$ cat config.mk
export PLATFORM = sky130hd
export DESIGN_NAME = mpsse_command_decoder
export DESIGN_NICKNAME = d
export VERILOG_FILES = /design/src/rtl/core/mpsse_cmd_pkg.sv /design/src/rtl/core/mpsse_command_decoder.sv
export SDC_FILE = /design/constraint.sdc
export NUM_CORES = 1
export LEC_CHECK = 0
export ABC_AREA = 1
export BUFFER_PORTS_ARGS = -buffer_cell sky130_fd_sc_hd__buf_2
export CORE_MARGIN = 2
export CORE_UTILIZATION = 40
export DETAILED_ROUTE_END_ITERATION = 8
export PLACE_DENSITY_LB_ADDON = 0.2
export SLEW_MARGIN = 5
export SYNTH_ARGS = -nofsm -noshare
export SYNTH_HDL_FRONTEND = slang
export SYNTH_SLANG_ARGS = --single-unit
$ cat constraint.sdc
create_clock -name clk_i -period 8.8 [get_ports clk_i]
set_input_delay 1.32 -clock clk_i [delete_from_list [all_inputs] [get_ports clk_i]]
set_output_delay 1.32 -clock clk_i [all_outputs]
set_load 0.01 [all_outputs]
$ cat src/rtl/core/mpsse_cmd_pkg.sv
// mpsse_cmd_pkg: payload types, command codes, action codes and small lookup
// functions for the command decoder
// no dependencies
package mpsse_cmd_pkg;

  // one command-stream byte with the sampled pin levels
  typedef struct packed {
    logic [7:0] stream_byte;
    logic [3:0] pin_levels;
  } mpsse_in_t;

  // one decoded action
  typedef struct packed {
    logic [2:0]  action;
    logic [7:0]  data_byte;
    logic [3:0]  pin_dir;
    logic [2:0]  shift_kind;
    logic [19:0] count;
    logic [16:0] repeat_count;
    logic        capture_tdo;
    logic        tdi_level;
    logic [17:0] delay_value;
    logic        last;
  } mpsse_out_t;

  // action codes
  localparam logic [2:0] ACT_RESPOND  = 3'd0;
  localparam logic [2:0] ACT_FLUSH    = 3'd1;
  localparam logic [2:0] ACT_SET_PINS = 3'd2;
  localparam logic [2:0] ACT_SHIFT    = 3'd3;
  localparam logic [2:0] ACT_CLOCKS   = 3'd4;
  localparam logic [2:0] ACT_DELAY    = 3'd5;

  // shift kind that marks an undefined shift command
  localparam logic [2:0] KIND_INVALID = 3'd7;

  // command codes
  localparam logic [7:0] CMD_SET_LOW       = 8'h80;
  localparam logic [7:0] CMD_READ_LOW      = 8'h81;
  localparam logic [7:0] CMD_SET_HIGH      = 8'h82;
  localparam logic [7:0] CMD_READ_HIGH     = 8'h83;
  localparam logic [7:0] CMD_LOOP_ON       = 8'h84;
  localparam logic [7:0] CMD_LOOP_OFF      = 8'h85;
  localparam logic [7:0] CMD_SET_DIV       = 8'h86;
  localparam logic [7:0] CMD_FLUSH         = 8'h87;
  localparam logic [7:0] CMD_WAIT_HIGH     = 8'h88;
  localparam logic [7:0] CMD_WAIT_LOW      = 8'h89;
  localparam logic [7:0] CMD_DIV5_OFF      = 8'h8A;
  localparam logic [7:0] CMD_DIV5_ON       = 8'h8B;
  localparam logic [7:0] CMD_CLK_WAIT_HIGH = 8'h8C;
  localparam logic [7:0] CMD_CLK_WAIT_LOW  = 8'h8D;
  localparam logic [7:0] CMD_CLK_BITS      = 8'h8E;
  localparam logic [7:0] CMD_CLK_BYTES     = 8'h8F;
  localparam logic [7:0] CMD_ADAPT_ON      = 8'h96;
  localparam logic [7:0] CMD_ADAPT_OFF     = 8'h97;

  // response bytes
  localparam logic [7:0] PIN_READ_TAG = 8'hD0;
  localparam logic [7:0] BAD_CMD_TAG  = 8'hFA;
  localparam logic [7:0] ALL_ONES     = 8'hFF;

  // floor(n / 129) = (n * RECIP_129) >> RECIP_SHIFT, exact for n < 2**35
  localparam logic [27:0] RECIP_129   = 28'd266354561;
  localparam int unsigned RECIP_SHIFT = 35;

  // result queue depth in decoded items
  localparam int unsigned FIFO_DEPTH = 4;

  // shift kind from command bits 6, 3 and 0
  function automatic logic [2:0] shift_kind_of(input logic [7:0] cmd);
    logic [2:0] kind;
    if (cmd[6]) begin
      kind = cmd[3] ? {2'b10, cmd[0]} : KIND_INVALID;
    end else begin
      kind = {1'b0, cmd[3], cmd[0]};
    end
    return kind;
  endfunction

  // small divisors, 6 MHz base
  function automatic logic [4:0] delay_tab6(input logic [2:0] idx);
    logic [4:0] val;
    case (idx)
      3'd0:    val = 5'd1;
      3'd1:    val = 5'd5;
      3'd2:    val = 5'd8;
      3'd3:    val = 5'd12;
      3'd4:    val = 5'd16;
      3'd5:    val = 5'd20;
      default: val = 5'd1;
    endcase
    return val;
  endfunction

  // small divisors, 30 MHz base
  function automatic logic [4:0] delay_tab30(input logic [3:0] idx);
    logic [4:0] val;
    case (idx)
      4'd5:    val = 5'd2;
      4'd6:    val = 5'd3;
      4'd7:    val = 5'd4;
      4'd8:    val = 5'd4;
      4'd9:    val = 5'd5;
      4'd10:   val = 5'd6;
      4'd11:   val = 5'd7;
      4'd12:   val = 5'd8;
      4'd13:   val = 5'd8;
      4'd14:   val = 5'd8;
      4'd15:   val = 5'd9;
      default: val = 5'd1;
    endcase
    return val;
  endfunction

endpackage

$ cat src/rtl/core/mpsse_command_decoder.sv
// mpsse_command_decoder: top level, command parser, delay divider pipeline
// and result queue
// depends on mpsse_cmd_pkg
//
// usage
// - input channel (in_valid_i / in_ready_o / in_data_i) takes one command-stream
//   byte per transfer together with the sampled pin levels
// - output channel (out_valid_o / out_ready_i / out_data_o) gives the decoded
//   actions; a byte gives zero, one or two of them, last marks the final one
// - throughput: one byte per cycle while in_ready_o is high; every byte is
//   parsed in the cycle it is transferred and its actions pass two register
//   stages (the divisor reciprocal product is split over them) into the queue
// - a byte's first action is offered once it has passed both stages into the
//   queue; an unknown command's second action comes in the cycle after the first
// - the input stays ready while the queue plus the two stages hold fewer than
//   FIFO_DEPTH items, so a stalled receiver blocks input once they hold that
//   many, possibly before the queue itself fills; nothing is ever dropped
// - reset: parser idle, 6 MHz base selected, delay count one, queue empty
module mpsse_command_decoder
  import mpsse_cmd_pkg::*;
(
  input  logic       clk_i,
  input  logic       rst_ni,
  input  logic       in_valid_i,
  output logic       in_ready_o,
  input  mpsse_in_t  in_data_i,
  output logic       out_valid_o,
  input  logic       out_ready_i,
  output mpsse_out_t out_data_o
);

  localparam int unsigned PTR_W = $clog2(FIFO_DEPTH);
  localparam int unsigned CNT_W = $clog2(FIFO_DEPTH + 1);

  // parser phases
  typedef enum logic [6:0] {
    PH_IDLE  = 7'b0000001,
    PH_LEN_L = 7'b0000010,
    PH_LEN_H = 7'b0000100,
    PH_XMIT  = 7'b0001000,
    PH_TMS   = 7'b0010000,
    PH_ARG0  = 7'b0100000,
    PH_ARG1  = 7'b1000000
  } phase_e;

  // action without delay and last; dual means bad-command tag first
  typedef struct packed {
    logic [2:0]  action;
    logic [7:0]  data_byte;
    logic [3:0]  pin_dir;
    logic [2:0]  shift_kind;
    logic [19:0] count;
    logic [16:0] repeat_count;
    logic        capture_tdo;
    logic        tdi_level;
    logic        dual;
  } act_t;

  // delay update work carried down the pipeline
  typedef struct packed {
    logic        upd;
    logic        hit;
    logic [4:0]  tab;
  } dly_t;

  typedef struct packed {
    act_t        act;
    logic [17:0] delay;
  } entry_t;

  // ---------------------------------------------------------------------------
  // parser state
  // ---------------------------------------------------------------------------
  phase_e      phase_q, phase_d;
  logic [7:0]  cmd_q, cmd_d;
  logic [15:0] rem_q, rem_d;
  logic [7:0]  arg_lo_q, arg_lo_d;
  logic        div5_q, div5_d;

  logic        in_fire;
  logic [7:0]  b;
  logic [15:0] len;
  logic [15:0] div_w;
  logic [16:0] div_p1;
  logic [2:0]  kind_cur;

  act_t        act_d;
  logic        act_vld_d;
  dly_t        dly_d;
  logic [24:0] num_d;

  assign in_fire  = in_valid_i & in_ready_o;
  assign b        = in_data_i.stream_byte;
  assign div_w    = {b, arg_lo_q};
  assign div_p1   = {1'b0, div_w} + 17'd1;
  assign kind_cur = shift_kind_of(cmd_q);
  assign len      = (phase_q == PH_LEN_H) ? {b, rem_q[7:0]} : {8'h00, b};

  always_comb begin
    phase_d   = phase_q;
    cmd_d     = cmd_q;
    rem_d     = rem_q;
    arg_lo_d  = arg_lo_q;
    div5_d    = div5_q;
    act_d     = '0;
    act_vld_d = 1'b0;
    dly_d     = '0;
    num_d     = '0;

    if (in_fire) begin
      case (phase_q)
        PH_IDLE: begin
          cmd_d = b;
          if (b[7]) begin
            case (b)
              CMD_SET_LOW, CMD_SET_HIGH, CMD_SET_DIV, CMD_CLK_BITS,
              CMD_CLK_BYTES: begin
                phase_d = PH_ARG0;
              end
              CMD_READ_LOW: begin
                act_vld_d       = 1'b1;
                act_d.action    = ACT_RESPOND;
                act_d.data_byte = PIN_READ_TAG | {4'h0, in_data_i.pin_levels};
              end
              CMD_READ_HIGH: begin
                act_vld_d       = 1'b1;
                act_d.action    = ACT_RESPOND;
                act_d.data_byte = ALL_ONES;
              end
              CMD_FLUSH: begin
                act_vld_d    = 1'b1;
                act_d.action = ACT_FLUSH;
              end
              CMD_DIV5_OFF: begin
                div5_d = 1'b0;
              end
              CMD_DIV5_ON: begin
                div5_d = 1'b1;
              end
              CMD_LOOP_ON, CMD_LOOP_OFF, CMD_WAIT_HIGH, CMD_WAIT_LOW,
              CMD_CLK_WAIT_HIGH, CMD_CLK_WAIT_LOW, CMD_ADAPT_ON, CMD_ADAPT_OFF: begin
                phase_d = PH_IDLE;
              end
              default: begin
                act_vld_d       = 1'b1;
                act_d.action    = ACT_RESPOND;
                act_d.data_byte = b;
                act_d.dual      = 1'b1;
              end
            endcase
          end else if (shift_kind_of(b) == KIND_INVALID) begin
            act_vld_d       = 1'b1;
            act_d.action    = ACT_RESPOND;
            act_d.data_byte = b;
            act_d.dual      = 1'b1;
          end else begin
            phase_d = PH_LEN_L;
          end
        end

        PH_LEN_L, PH_LEN_H: begin
          rem_d = len;
          if ((phase_q == PH_LEN_L) && !cmd_q[1]) begin
            phase_d = PH_LEN_H;
          end else if (cmd_q[6]) begin
            phase_d = PH_TMS;
          end else if (cmd_q[4]) begin
            phase_d = PH_XMIT;
          end else begin
            // read-only shift, issued as soon as the length is known
            act_vld_d         = 1'b1;
            act_d.action      = ACT_SHIFT;
            act_d.data_byte   = ALL_ONES;
            act_d.shift_kind  = kind_cur;
            act_d.capture_tdo = cmd_q[5];
            if (cmd_q[1]) begin
              act_d.count        = {4'h0, len} + 20'd1;
              act_d.repeat_count = 17'd1;
            end else begin
              act_d.count        = 20'd8;
              act_d.repeat_count = {1'b0, len} + 17'd1;
            end
            rem_d   = '0;
            phase_d = PH_IDLE;
          end
        end

        PH_XMIT: begin
          act_vld_d          = 1'b1;
          act_d.action       = ACT_SHIFT;
          act_d.data_byte    = b;
          act_d.shift_kind   = kind_cur;
          act_d.capture_tdo  = cmd_q[5];
          act_d.repeat_count = 17'd1;
          if (cmd_q[1]) begin
            act_d.count = {4'h0, rem_q} + 20'd1;
            phase_d     = PH_IDLE;
          end else begin
            act_d.count = 20'd8;
            if (rem_q == '0) begin
              phase_d = PH_IDLE;
            end else begin
              rem_d = rem_q - 16'd1;
            end
          end
        end

        PH_TMS: begin
          act_vld_d          = 1'b1;
          act_d.action       = ACT_SHIFT;
          act_d.data_byte    = b;
          act_d.shift_kind   = kind_cur;
          act_d.capture_tdo  = cmd_q[5];
          act_d.count        = {4'h0, rem_q} + 20'd1;
          act_d.repeat_count = 17'd1;
          act_d.tdi_level    = b[7];
          phase_d            = PH_IDLE;
        end

        PH_ARG0: begin
          arg_lo_d = b;
          if (cmd_q == CMD_CLK_BITS) begin
            act_vld_d    = 1'b1;
            act_d.action = ACT_CLOCKS;
            act_d.count  = {12'h000, b} + 20'd1;
            phase_d      = PH_IDLE;
          end else begin
            phase_d = PH_ARG1;
          end
        end

        PH_ARG1: begin
          phase_d = PH_IDLE;
          case (cmd_q)
            CMD_SET_DIV: begin
              act_vld_d    = 1'b1;
              act_d.action = ACT_DELAY;
              dly_d.upd    = 1'b1;
              // both bases reduce to a division by 129
              if (div5_q) begin
                dly_d.hit = (div_w < 16'd6);
                dly_d.tab = delay_tab6(div_w[2:0]);
                num_d     = 25'({9'h000, div_w} * 25'd500) + 25'd145;
              end else begin
                dly_d.hit = (div_w < 16'd16);
                dly_d.tab = delay_tab30(div_w[3:0]);
                num_d     = 25'({9'h000, div_w} * 25'd100) - 25'd255;
              end
            end
            CMD_CLK_BYTES: begin
              act_vld_d    = 1'b1;
              act_d.action = ACT_CLOCKS;
              act_d.count  = {div_p1, 3'b000};
            end
            CMD_SET_LOW: begin
              act_vld_d       = 1'b1;
              act_d.action    = ACT_SET_PINS;
              act_d.data_byte = {4'h0, arg_lo_q[3:0]};
              act_d.pin_dir   = b[3:0];
            end
            default: begin
              phase_d = PH_IDLE;
            end
          endcase
        end

        default: begin
          phase_d = PH_IDLE;
        end
      endcase
    end
  end

  always_ff @(posedge clk_i or negedge rst_ni) begin
    if (!rst_ni) begin
      phase_q  <= PH_IDLE;
      cmd_q    <= '0;
      rem_q    <= '0;
      arg_lo_q <= '0;
      div5_q   <= 1'b1;
    end else begin
      phase_q  <= phase_d;
      cmd_q    <= cmd_d;
      rem_q    <= rem_d;
      arg_lo_q <= arg_lo_d;
      div5_q   <= div5_d;
    end
  end

  // ---------------------------------------------------------------------------
  // stage 1: parsed action and divider numerator
  // stage 2: reciprocal partial products
  // ---------------------------------------------------------------------------
  logic        s1_vld_q, s2_vld_q;
  act_t        s1_act_q, s2_act_q;
  dly_t        s1_dly_q, s2_dly_q;
  logic [24:0] s1_num_q;
  logic [43:0] s2_plo_q;
  logic [36:0] s2_phi_q;

  always_ff @(posedge clk_i or negedge rst_ni) begin
    if (!rst_ni) begin
      s1_vld_q <= 1'b0;
      s2_vld_q <= 1'b0;
    end else begin
      s1_vld_q <= act_vld_d;
      s2_vld_q <= s1_vld_q;
    end
  end

  always_ff @(posedge clk_i) begin
    s1_act_q <= act_d;
    s1_dly_q <= dly_d;
    s1_num_q <= num_d;
    s2_act_q <= s1_act_q;
    s2_dly_q <= s1_dly_q;
    s2_plo_q <= {28'h0, s1_num_q[15:0]} * {16'h0, RECIP_129};
    s2_phi_q <= {28'h0, s1_num_q[24:16]} * {9'h0, RECIP_129};
  end

  // recombine partial products, keep the quotient
  logic [52:0] prod_sum;
  logic [17:0] quot;
  logic [17:0] delay_new;
  logic [17:0] delay_out;
  logic [17:0] delay_q;

  assign prod_sum  = {9'h000, s2_plo_q} + {s2_phi_q, 16'h0000};
  assign quot      = prod_sum[RECIP_SHIFT +: 18];
  assign delay_new = s2_dly_q.hit ? {13'h0000, s2_dly_q.tab} : quot;
  assign delay_out = s2_dly_q.upd ? delay_new : delay_q;

  // delay count in force, updated in stream order as items leave stage 2
  always_ff @(posedge clk_i or negedge rst_ni) begin
    if (!rst_ni) begin
      delay_q <= 18'd1;
    end else if (s2_vld_q) begin
      delay_q <= delay_out;
    end
  end

  // ---------------------------------------------------------------------------
  // result queue
  // ---------------------------------------------------------------------------
  entry_t             fifo_q [FIFO_DEPTH];
  logic [PTR_W-1:0]   wr_q, rd_q;
  logic [CNT_W-1:0]   cnt_q;
  logic               sub_q;
  logic               push, pop, out_fire;
  logic [CNT_W:0]     inflight;
  entry_t             head;
  logic               first_of_two;

  assign head         = fifo_q[rd_q];
  assign first_of_two = head.act.dual & ~sub_q;
  assign push         = s2_vld_q;
  assign out_fire     = out_valid_o & out_ready_i;
  assign pop          = out_fire & ~first_of_two;

  // room for everything already in the pipe
  assign inflight   = (CNT_W+1)'(cnt_q) + (CNT_W+1)'(s1_vld_q) + (CNT_W+1)'(s2_vld_q);
  assign in_ready_o = inflight < (CNT_W+1)'(FIFO_DEPTH);

  always_ff @(posedge clk_i) begin
    if (push) begin
      fifo_q[wr_q] <= '{act: s2_act_q, delay: delay_out};
    end
  end

  always_ff @(posedge clk_i or negedge rst_ni) begin
    if (!rst_ni) begin
      wr_q  <= '0;
      rd_q  <= '0;
      cnt_q <= '0;
      sub_q <= 1'b0;
    end else begin
      if (push) begin
        wr_q <= (wr_q == PTR_W'(FIFO_DEPTH - 1)) ? '0 : wr_q + 1'b1;
      end
      if (pop) begin
        rd_q <= (rd_q == PTR_W'(FIFO_DEPTH - 1)) ? '0 : rd_q + 1'b1;
      end
      cnt_q <= cnt_q + CNT_W'(push) - CNT_W'(pop);
      // second transfer of an unknown command carries the command itself
      if (pop) begin
        sub_q <= 1'b0;
      end else if (out_fire) begin
        sub_q <= 1'b1;
      end
    end
  end

  assign out_valid_o              = (cnt_q != '0);
  assign out_data_o.action        = head.act.action;
  assign out_data_o.data_byte     = first_of_two ? BAD_CMD_TAG : head.act.data_byte;
  assign out_data_o.pin_dir       = head.act.pin_dir;
  assign out_data_o.shift_kind    = head.act.shift_kind;
  assign out_data_o.count         = head.act.count;
  assign out_data_o.repeat_count  = head.act.repeat_count;
  assign out_data_o.capture_tdo   = head.act.capture_tdo;
  assign out_data_o.tdi_level     = head.act.tdi_level;
  assign out_data_o.delay_value   = head.delay;
  assign out_data_o.last          = ~first_of_two;

endmodule

---- After elaboration in Yosys (flattened, before gate mapping) ----
Memory sizes are Yosys's and may differ from the RTL's.
Index checks and enable logic that the tools add are counted.
cells by class
  $add $sub $neg .......................... 15
  $mul .................................... 4
  magnitude comparators ................... 3
  equality and inequality tests ........... 42
  mux-type cells .......................... 72
  bitwise gates (word level) .............. 6
  reduce and logical (&&, ||, !) cells .... 24
operators by type and width
  cell                                                                    number
  8-bit equality test (second input constant)                             22
  41-bit two-way mux                                                      3
  20-bit one-hot mux with 5 select lines                                  1
  16-bit two-way mux                                                      6
  16-bit by 1-bit adder with 17-bit output (second input constant)        4
  44-bit by 53-bit adder with 53-bit output                               1
  7-bit two-way mux                                                       7
  16-bit by 28-bit multiplier with 44-bit output (second input constant)  1
  9-bit by 28-bit multiplier with 37-bit output (second input constant)   1
  18-bit two-way mux                                                      2
  18-bit one-hot mux with 2 select lines                                  1
  34-bit two-way mux                                                      1
  16-bit one-hot mux with 2 select lines                                  1
  8-bit one-hot mux with 4 select lines                                   1
  10-bit two-way mux                                                      3
  7-bit one-hot mux with 4 select lines                                   1
  25-bit by 8-bit adder with 25-bit output (second input constant)        1
  25-bit two-way mux                                                      1
  5-bit one-hot mux with 5 select lines                                   1
  8-bit one-hot mux with 3 select lines                                   1
  23-bit by 8-bit subtractor with 24-bit output (second input constant)   1
  16-bit by 7-bit multiplier with 23-bit output (second input constant)   1
  16-bit by 5-bit multiplier with 21-bit output (second input constant)   1
  20-bit two-way mux                                                      1
  other kinds (57)                                                        102
storage, ports and cells
  flip-flop bits (word level) ............. 304
  bits in writable memories ............... 304
  bits in read-only memories .............. 64
  input bits .............................. 16
  memories ................................ 2
memory list
  memory           depth  bits a word  rd ports  clocked after Yosys merged registers in  write ports  line                          source
  fifo_q           4      76           1         0                                        1            mpsse_command_decoder.sv:345  entry_t fifo_q [FIFO_DEPTH];
  (no name shown)  16     4            1         0                                        0            mpsse_cmd_pkg.sv:98           case (idx)

---- Depth between registers and ports, before layout ----
  word-level depth ........................ 10
  mapped depth ............................ 28
  gate-level depth less buffers ........... 27

---- Worst setup path after synthesis ----
OpenSTA, ideal clock, no wires.
  kind .................................... input to register
  start point ............................. input in_data_i[4] in the netlist's numbering
  end point ............................... register s1_num_q[22]
  data arrival time ....................... 5.480 ns
  setup slack ............................. 3.208 ns
  cell stages on the path ................. 21
  path buffers ............................ 0
  cells stage by stage .................... clkinv_1 fa_1 fa_1 fa_1 fa_1 inv_1 ha_1 nand2_1 inv_1 a21oi_2 nand3_1 nand2_1 nand2_1 nor2_1 nand3_4 nor2_4 nand3_1 nand2_1 nand2_1 nand2_1 nor2_1
between the ends
  cells in the longest elaborated chain, start to end .. 3
  elaborated cells on any way between the ends .. 5
  classes of those cells .................. add/sub: 2; mul: 2; mux: 1
RTL lines
  what                                                                                                            line                                                        source
  start, declared                                                                                                 mpsse_command_decoder.sv:26                                 input mpsse_in_t in_data_i,
  16-bit by 7-bit multiplier with 23-bit output or 16-bit by 5-bit multiplier with 21-bit output (tied branches)  mpsse_command_decoder.sv:243, mpsse_command_decoder.sv:247
  25-bit by 8-bit adder with 25-bit output or 23-bit by 8-bit subtractor with 24-bit output (tied branches)       mpsse_command_decoder.sv:243, mpsse_command_decoder.sv:247
  25-bit two-way mux (*)                                                                                          mpsse_command_decoder.sv:240                                if (div5_q) begin
  end signal, assigned                                                                                            mpsse_command_decoder.sv:314                                s1_num_q <= num_d;
  end, declared                                                                                                   mpsse_command_decoder.sv:297                                logic [24:0] s1_num_q;
Mark *: on every way between the ends. The rest lies on a longest branch, timed or not.
A chain may end at the register's enable or synchronous reset.

---- Final worst setup path ----
  start point ............................. register s1_num_q[5]
  end point ............................... register s2_plo_q[28]
between the ends
  cells in the longest elaborated chain, start to end .. 1
RTL lines
  what                                            line                          source
  16-bit by 28-bit multiplier with 44-bit output  mpsse_command_decoder.sv:317  s2_plo_q <= {28'h0, s1_num_q[15:0]} * {16'h0, RECIP_129};
  end signal, assigned                            mpsse_command_decoder.sv:317
  end, declared                                   mpsse_command_decoder.sv:298  logic [43:0] s2_plo_q;
Every way passes these cells.

==> flow_results.org <==
** Power and ir drop
- Overall power of the completed layout :: ~15 mW
- Summed over all nets, the switching power comes to about 7.4 mW.
- For this design the ratio of total power to cell area is 367 mW/mm^2.
- Share of power burned in the clock network :: 0.190
- Portion of total power attributed to combinational logic :: 0.590
- Across the VDD grid, the largest voltage drop is about 530 uV.
- Share of power burned in registers :: 0.220
- In this run the static leakage power is 18.3 nW.
- Fraction of power spent switching nets :: 0.495
- Internal power summed over all cells :: around 7.5 mW

** Critical path
- Stage delay of the slowest cell on the critical path :: between 600 and 700 ps
- Worst setup path class :: flop to flop
- Of all nets on the critical path, the largest fanout is 5.
- STA classifies the critical path startpoint as a flop.
- Walking the worst path, the cells encountered are fa_1 -> inv_1 -> fa_1 -> inv_1 -> ha_1 -> ha_1 -> inv_1 -> fa_1 -> inv_1 -> fa_1 -> ha_1 -> nand2_1 -> o21ai_0 -> a21oi_1 -> o21ai_0 -> a21oi_1 -> o21ai_0 -> and2_1 -> nor2_1 -> nand2_1 -> nand2_1.
- Category of the worst setup path capture point :: flop
- At the worst endpoint, the required time is 9310 ps.
- The largest individual stage delay along the critical path comes from the cell sky130_fd_sc_hd__fa_1.
- For the worst setup path, the data arrival time is 6260 ps.
- Setup slack of the most critical reg-to-reg path :: 3060 ps

** Layout
- Of the cells placed in the final design, the portion with a size suffix greater than 1 is 0.0752.
- After filler insertion, the fill cell instance count of the layout stands at 8758.
- 0 antenna diodes ended up in the layout.
- Number of nets in the finished design :: 4668
- The library cell used most frequently in the layout, excluding fill and tap cells, is sky130_fd_sc_hd__nand2_1.
- Commonest cells after routing, fill and taps aside :: sky130_fd_sc_hd__nand2_1, sky130_fd_sc_hd__inv_1, sky130_fd_sc_hd__nor2_1
- From synthesis to final layout, the design area changed by 10.8%.

** CTS
- The clock reaches the later pin of the worst-skew pair after about 630 ps.
- Gates resized during post-CTS repair numbered 0.
- CTS Root Cell :: sky130_fd_sc_hd__clkbuf_16
- Clock-pin slew was measured on the worst setup and hold paths at 70 ps.
- Number of levels in the clock H-tree :: 3
- Once the clock tree was built, the setup fixing pass inserted 0 buffers.
- Number of buffers created by CTS :: 66
- For this design, the CTS-stage hold fixing added 0 buffers.
- TritonCTS built the clock tree.
- Number of clock sinks :: 591
- Counting along the longest clock path gives a buffer depth of 3.

** Route
- Total Routed Length :: around 100000 um
- Dividing the detail-routed wire length by the instance count gives 18.6 um.
- Via-to-Cell Ratio :: 5.18
- DRC violation count after routing :: 0
- Routed Antenna Nets :: 0
- For this block, the initial DRC count from the detailed router was 2337.
- Across all layers, the routed design uses 27900 vias.
- Number of optimization iterations in the first detailed-route pass :: 6

** Run
- Max-cap violations in this run came to 0.

** Placed design
- Count of port buffers added during placement :: between 90 and 100
- Worst setup slack after placement :: 2520 ps
- Dpl hpwl :: 76800 um
- Final estimated routing congestion in global placement :: 0.966

** Yosys
- In the synthesized netlist, the number of instances is 4076.
- Yosys printed 0 warnings.
- Count of unique library cells instantiated by Yosys :: 72
- Top flip-flop cell by instance count after synthesis :: sky130_fd_sc_hd__edfxtp_1
- Sequential cell area fraction in the yosys report :: 0.415
- Post-synthesis register bit count :: 591
- In this run, synthesis inferred 304 flip-flops with an integrated enable.
- Dividing the synthesized area by the synthesized cell count gives 8.99 um^2.
- For this run, asynchronously set or reset flops after synthesis account for 0.115.
- The mapped netlist covers approximately 0.037 mm^2.
- Post-synthesis net count :: 4582

** Floorplanning
- The die is 307 um tall.
- 94 I/O pins were placed.
- Standard-cell row count :: 110
- Area of the core :: 0.0904 mm^2
- Die area :: 0.0940 mm^2
- Overall die width :: ~310 um
- Effective utilization at floorplan :: 0.405

** Timing
- The number of pins exceeding their max-slew limit in the final report is 0.
- Worst-case hold slack :: 302 ps
- Unrepaired setup endpoints after global routing :: false
- Worst Max-Slew Pin Slew :: around 1100 ps
- Based on the critical path, the design can be clocked at up to 174 MHz.
- Clock skew on the completed layout was measured at slightly below 60 ps.
- Part of the cycle the worst path needs :: 0.653
- Setup violations remaining at the end of the flow were counted as 0.
- Setup_tns :: 0 ps
- Max-slew headroom :: 0.255
- Counting I/O delays and the setup requirement, the final critical path takes 5740 ps.
- Hold Violations, Final :: 0
- Fin worst setup slack :: 3060 ps

** Global route
- After global routing the overflow that remains totals 0.
- Antenna violations before repair :: 8
- Entering global routing, the biggest net connects 97 pins.
- The number of global-route vias before repair is approximately 27000.
- Total routing usage reported by global routing :: 0.214
- Wire length of the first global-routing pass :: 157000 um

** Min path
- Hold crit path type :: flop to flop

** Outcome
- The run finished with clean final reports.
## cell usage after synthesis (4+ instances only)
master / n / share of area
sky130_fd_sc_hd__nand4_1: 43 / 0.0073
sky130_fd_sc_hd__xor2_1: 77 / 0.018
sky130_fd_sc_hd__buf_2: 13 / 0.0018
sky130_fd_sc_hd__nand3b_1: 5 / 0.0010
sky130_fd_sc_hd__o21ai_1: 12 / 0.0016
sky130_fd_sc_hd__inv_2: 19 / 0.0019
sky130_fd_sc_hd__nor2_2: 17 / 0.0029
sky130_fd_sc_hd__a31oi_1: 22 / 0.0038
sky130_fd_sc_hd__inv_1: 620 / 0.064
sky130_fd_sc_hd__o221ai_1: 8 / 0.0019
sky130_fd_sc_hd__nor2_1: 409 / 0.042
sky130_fd_sc_hd__a22o_1: 4 / 0.00096
sky130_fd_sc_hd__nor4_1: 7 / 0.0012
sky130_fd_sc_hd__o211ai_1: 14 / 0.0029
sky130_fd_sc_hd__xnor2_1: 26 / 0.0062
sky130_fd_sc_hd__nand3_2: 5 / 0.0014
sky130_fd_sc_hd__and2_1: 4 / 0.00068
sky130_fd_sc_hd__nor3_2: 4 / 0.0011
sky130_fd_sc_hd__nand2_2: 15 / 0.0026
sky130_fd_sc_hd__o21a_1: 6 / 0.0012
sky130_fd_sc_hd__a221oi_1: 5 / 0.0012
sky130_fd_sc_hd__o21ai_2: 6 / 0.0014
sky130_fd_sc_hd__nand3_1: 186 / 0.025
sky130_fd_sc_hd__fa_1: 173 / 0.095
sky130_fd_sc_hd__dfxtp_1: 219 / 0.12
sky130_fd_sc_hd__a21boi_0: 9 / 0.0018
sky130_fd_sc_hd__o22ai_1: 82 / 0.014
sky130_fd_sc_hd__dfrtp_1: 65 / 0.044
sky130_fd_sc_hd__a21o_1: 8 / 0.0016
sky130_fd_sc_hd__nor2_4: 13 / 0.0040
sky130_fd_sc_hd__ha_1: 317 / 0.11
sky130_fd_sc_hd__nor3_1: 41 / 0.0056
sky130_fd_sc_hd__a21oi_1: 200 / 0.027
sky130_fd_sc_hd__nand2_1: 674 / 0.069
sky130_fd_sc_hd__clkinv_1: 5 / 0.00051
sky130_fd_sc_hd__o21ai_0: 308 / 0.042
sky130_fd_sc_hd__o21bai_1: 7 / 0.0014
sky130_fd_sc_hd__o2111ai_1: 4 / 0.00096
sky130_fd_sc_hd__edfxtp_1: 304 / 0.25
sky130_fd_sc_hd__clkbuf_1: 68 / 0.0070
## final timing paths
check / start / end / cells past startpoint
worst max-delay path: s1_num_q[5] / s2_plo_q[28] / 21
min in group asynchronous: rst_ni / phase_q[2] / 1
worst min-delay path: s1_act_q[26] / s2_act_q[26] / 0
worst max register to register: s1_num_q[5] / s2_plo_q[28] / 21
worst min register to register: s1_act_q[26] / s2_act_q[26] / 0
max in group asynchronous: rst_ni / rd_q[0] / 2
## metrics by stage
step            util  std cells  instance area, um^2
2_1_floorplan      -       4076                36600
3_3_place_gp   0.424       5270                38300
3_5_place_dp   0.424       5270                38300
4_1_cts        0.449       5390                40600
5_1_grt        0.449       5390                40600
6_report       0.449       5390                40600
## power by group through the flow
| stage | combinational (mW) | sequential [mW] | clock [mW] |
|---|---|---|---|
| floorplan | 6.49 | 3.19 | 0 |
| global placement | 8.75 | 3.33 | 0 |
| detailed placement | 8.75 | 3.33 | 0 |
| CTS | 8.80 | 3.27 | 2.90 |
| global route | 9.96 | 3.30 | 3.01 |
| finish | 8.78 | 3.27 | 2.83 |
## worst max-delay path: cells and delay by family (launching register included)
kind | cells | cell delay [ps]
AO/OA/AOI/OAI | 5 | 1210
adder cells (fa/ha/maj) | 7 | 3250
buffers and inverters | 4 | 280
flip-flops | 1 | 410
AND/OR/NAND/NOR | 5 | 540
## layer usage
metal / global-route usage / up-vias / part of all wire
met5: 0 / - / 0.00047
met4: 0.0523 / 8 / 0.020
met3: 0.0309 / 115 / 0.064
met2: 0.328 / 873 / 0.43
met1: 0.318 / 13300 / 0.48
li1: - / 13700 / -
## registers in the layout, indices dropped and copies added, names as in the netlist, 7 cells and up
register and flops:
arg_lo_q 8, cmd_q 8, delay_q 18, fifo_q 304, phase_q 7, rem_q 16, s1_act_q 58, s1_dly_q 7
s1_num_q 24, s2_act_q 58, s2_dly_q 7, s2_phi_q 37, s2_plo_q 28
## kinds of logic after synthesis
| kind of cell | Yosys count | synth area share |
|---|---|---|
| and+or+nand+nor | 1439 | 0.170 |
| buffers and inverters | 730 | 0.0758 |
| AOI/OAI and AO/OA | 721 | 0.111 |
| DFF | 591 | 0.415 |
| adders and majority gates | 490 | 0.203 |
| xor gates and xnor gates | 105 | 0.0255 |
## cell type report
type | count | area (um^2) | share of cell area
Timing Repair Buffer | 104 | 551 | 0.0136
Tap cell | 1176 | 1470 | 0.0362
Multi-Input combinational cell | 2755 | 18600 | 0.459
Clock inverter | 31 | 462 | 0.0114
Inverter | 644 | 2420 | 0.0597
Sequential cell | 591 | 15200 | 0.375
Clock buffer | 89 | 1830 | 0.0451
(Power assumes the default switching activity.)
